**config.mk**
```make
export PLATFORM = sky130hd
export DESIGN_NAME = isfp_queue
export DESIGN_NICKNAME = d
export VERILOG_FILES = /design/src/design/assert_macros.svh /design/src/design/isfp_pkg.sv /design/src/design/isfp_queue.sv
export SDC_FILE = /design/constraint.sdc
export NUM_CORES = 1
export LEC_CHECK = 0
export BUFFER_PORTS_ARGS = -buffer_cell sky130_fd_sc_hd__buf_2
export CAP_MARGIN = 10
export CORE_UTILIZATION = 25
export DETAILED_ROUTE_END_ITERATION = 7
export SLEW_MARGIN = 40
export SYNTH_ARGS = -nofsm -noshare
export SYNTH_HDL_FRONTEND = slang
export SYNTH_SLANG_ARGS = --single-unit
```
**constraint.sdc**
```tcl
create_clock -name clk -period 2.25 [get_ports clk]
set_input_delay 0.1125 -clock clk [delete_from_list [all_inputs] [get_ports clk]]
set_output_delay 0.1125 -clock clk [all_outputs]
set_load 0.1 [all_outputs]
```
**src/design/assert_macros.svh**
```systemverilog
// Assertion helpers; both expand to nothing in synthesis.
`ifndef ASSERT_MACROS_SVH
`define ASSERT_MACROS_SVH

`ifndef SYNTHESIS
`define ISFP_ASSERT(lbl, clk, rst_n, prop, msg) \
  lbl: assert property (@(posedge clk) disable iff (!rst_n) (prop)) else $error(msg);
`define ISFP_ASSERT_NEXT(lbl, clk, rst_n, ante, cons, msg) \
  lbl: assert property (@(posedge clk) disable iff (!rst_n) (ante) |=> (cons)) else $error(msg);
`else
`define ISFP_ASSERT(lbl, clk, rst_n, prop, msg)
`define ISFP_ASSERT_NEXT(lbl, clk, rst_n, ante, cons, msg)
`endif

`endif

```
**src/design/isfp_pkg.sv**
```systemverilog
`default_nettype none
package isfp_pkg;

  localparam int RX_W     = 8;
  localparam int RAW_W    = 16;
  localparam int SCALED_W = 25;
  localparam int FACTOR_W = 10;
  localparam int CNT_W    = 3;
  localparam int HOLD_N   = 4;

  localparam int ISFP_QUEUE_DEPTH = 2;

  localparam logic [RX_W-1:0] HDR_BYTE   = 8'h5A;
  localparam logic [RX_W-1:0] TYPE_RATE  = 8'hAA;
  localparam logic [RX_W-1:0] TYPE_ANGLE = 8'hBB;

  localparam logic [CNT_W-1:0] CHK_POS = 3'd4;

  localparam logic [FACTOR_W-1:0] RATE_FACTOR  = 10'd500;
  localparam logic [FACTOR_W-1:0] ANGLE_FACTOR = 10'd45;

  localparam logic KIND_RATE  = 1'b0;
  localparam logic KIND_ANGLE = 1'b1;

  typedef struct packed {
    logic                    kind;
    logic signed [RAW_W-1:0] raw;
  } frame_entry_t;

  typedef struct packed {
    logic         push;
    frame_entry_t entry;
  } q_push_t;

  typedef struct packed {
    logic         valid;
    logic         full;
    frame_entry_t entry;
  } q_status_t;

endpackage
`default_nettype wire

```
**src/design/isfp_queue.sv**
```systemverilog
`default_nettype none
module isfp_queue import isfp_pkg::*; #(
  parameter int DEPTH = ISFP_QUEUE_DEPTH
) (
  input  wire logic      clk,
  input  wire logic      rst_n,
  input  wire q_push_t   push_i,
  input  wire logic      pop_i,
  output q_status_t      stat_o
);

  localparam int PW = (DEPTH > 1) ? $clog2(DEPTH) : 1;
  localparam int CW = $clog2(DEPTH + 1);
  localparam logic [PW-1:0] LAST = PW'(DEPTH - 1);

  frame_entry_t  mem_r [DEPTH];
  logic [PW-1:0] wr_ptr_r, wr_ptr_nxt;
  logic [PW-1:0] rd_ptr_r, rd_ptr_nxt;
  logic [CW-1:0] cnt_r, cnt_nxt;
  logic          full, empty, do_push, do_pop;

  assign full    = (cnt_r == CW'(DEPTH));
  assign empty   = (cnt_r == '0);
  assign do_push = push_i.push && !full;
  assign do_pop  = pop_i && !empty;

  always_comb begin
    wr_ptr_nxt = wr_ptr_r;
    rd_ptr_nxt = rd_ptr_r;
    if (do_push) wr_ptr_nxt = (wr_ptr_r == LAST) ? '0 : wr_ptr_r + 1'b1;
    if (do_pop)  rd_ptr_nxt = (rd_ptr_r == LAST) ? '0 : rd_ptr_r + 1'b1;
    cnt_nxt = cnt_r + CW'(do_push) - CW'(do_pop);
  end

  always_ff @(posedge clk) begin
    if (!rst_n) begin
      wr_ptr_r <= '0;
      rd_ptr_r <= '0;
      cnt_r    <= '0;
    end else begin
      wr_ptr_r <= wr_ptr_nxt;
      rd_ptr_r <= rd_ptr_nxt;
      cnt_r    <= cnt_nxt;
    end
  end

  always_ff @(posedge clk) begin
    if (do_push) mem_r[wr_ptr_r] <= push_i.entry;
  end

  assign stat_o.valid = !empty;
  assign stat_o.full  = full;
  assign stat_o.entry = mem_r[rd_ptr_r];

endmodule
`default_nettype wire

```
==> run metrics <==
Final Hold Viols=0; most common cell after layout, fill and taps aside=buf_2; final period utilization=81.4%; Worst Tran Pin Value=0.494 ns; Yosys top cell by area=edfxtp_1; initial core utilization=25.9%; status=finished, final reports clean; antenna violation net count after detailed routing=0; register area share after synthesis=73.5%; largest net degree at the start of global routing=18; Syn. warnings=0; critical setup path kind=register to primary output; gr ovfl total=0; Synth-to-Final Area Change=27.6%; FILL cells=589; Pre-antenna DRT Iters=3; crit path buf inv count=2; critical path peak fanout=11; num rows=28; Die H=80.1 µm; register area=1120 µm²; Placed Cells=195; Finished Cell Area=1950 µm²; CP Cell Sequence=buf_4, mux2_2, buf_2; IO Pins=40; Die Wd=80.1 µm; clk_skew=0.00289 ns; number of global-route vias before repair=818; fin nets=154; clock transition at the registers of the reported paths=0.07 ns; DRC violation count after routing=0; Post-Synthesis Cells=81; relative slew slack=67.3%; CTS Buf Count=5; GRT Resource Usage Total=8.44%; Clock Sinks=39; CTS tree=built; mapped cell area=1530 µm²; maximum clock path buffer count=2; share of cells above drive strength 1=50.8%; # diodes=0; Yosys cell types=20; endpoints failing setup=0; min Tclk post-route=1.83 ns; DR WL/cell=12.9 µm; die area=6420 µm²; global-route wire length before repair=3840 µm; post-synth top area share=66.9%; RSZ-0062 raised after global routing=false; Via Count=829; synthesized area per cell=18.8 µm²; initial DRC count=24; final WL=2680 µm; Placed Area=1800 µm²; Core ar.=5890 µm²; Crit-path slowest cell=dfxtp_1; Setup TNS Final=0 ns; Final Wtd Congestion=0.734; FF+latch count, synth=39; Syn Nets=104; type of origin of the critical path=register; Final HPWL DP=1860 µm; delay-heaviest family, CP=buffers and inverters; Worst Path Arrival=1.72 ns; Worst Path Required=2.14 ns; IO Port Bufs=39; initial antenna violation count=0; number of max-cap violations=0; insertion delay to the later sink of the worst-skew pair=0.29 ns; area of the multi-input gates=354 µm²; largest cells by area after synthesis=edfxtp_1 67%, mux2_4 9.8%, dfxtp_1 6.6%; final max-slew violation count=0; CP peak stage delay=0.49 ns; Clock Tree Root=clkbuf_8; crit end category=primary output; worst hold path type=input pin to register; Max Clk Rate=546 MHz; fin cells=207; most frequent cells in the layout=39 x buf_2, 34 x edfxtp_1, 10 x mux2_4; CTS H-tree depth=2; vias per cell=4.00
==> worst paths after layout <==
check,cells after the start,startpoint,slack [ns],endpoint
setup reg to reg,8,cnt_r[0]$_SDFF_PN0_,0.56,cnt_r[1]$_SDFF_PN0_
hold / removal,1,push_i[7],0.01,mem_r[1][7]$_DFFE_PP_
hold reg to reg,2,wr_ptr_r$_SDFFE_PN0P_,0.50,wr_ptr_r$_SDFFE_PN0P_
setup / recovery,3,register,0.42,stat_o[11]
==> synthesized netlist by cell type <==
library cell and instances:
nor2_1 4, nand2_1 2, mux2_2 7, xor2_1 1
nand2b_1 2, buf_6 1, and2_1 2, mux2i_1 1
buf_4 1, and3_1 1, xnor2_1 1, dfxtp_1 5
or2_2 1, ha_1 2, nor3_1 1, mux2_4 10
edfxtp_1 34, buf_12 1, o21a_1 1, inv_1 3
==> cell type report <==
type,count,share of cell area (%)
Clock buffer,5,3.54
Clock inverter,3,1.99
Inverter,3,0.579
Multi-Input combinational cell,36,18.2
Sequential cell,39,57.6
Tap cell,75,4.82
Timing Repair Buffer,46,13.2
==> state kept, by name, summed over array words and instances (netlist names), named ones only <==
name and cells:
wr_ptr_r 1, rd_ptr_r 1, cnt_r 2, mem_r 34
==> kinds of logic (layout without fill, tap and decap cells) <==
group                      after synthesis  after routing  synth area share (%)
DFF                                     39             39                  73.5
muxes                                   18             18                  15.7
and+or+nand+nor                         13             13                  4.27
buffers and inverters                    6             57                  3.28
adders and majority gates                2              2                  1.64
xor gates and xnor gates                 2              2                  1.15
AOI/OAI and AO/OA                        1              1                 0.492
==> per-stage QoR <==
| step | utilization, % | setup WS (ns) | hold slack [ns] |
|---|---|---|---|
| final | 33.1 | 0.419 | 0.0137 |
| after global routing | 33.1 | 0.345 | 0.00615 |
| after CTS | 32.5 | 0.385 | 0.00349 |
| after detailed placement | 30.5 | 0.541 | 0.305 |
| after global placement | 30.5 | 0.719 | 0.302 |
| after floorplan | - | 0.543 | 0.211 |
==> routing by layer <==
metal	vias to the layer above	routed length (µm)	global-route usage [%]	part of all wire [%]
li1	394	-	-	-
met4	0	40	3.75	1.5
met2	28	1420	14.8	53
met5	-	0	0	0
met1	401	1010	8.18	38
met3	6	209	4.43	7.8
==> what timing repair did <==
item	in CTS	in global routing
hold buffers	1	3
endpoints found under the hold margin	2	6
gates resized for setup	0	0
setup buffers	0	0
Power is left out: the tool's default activity adds up to more than one toggle a clock period on the data nets, which glitch-free logic cannot reach.
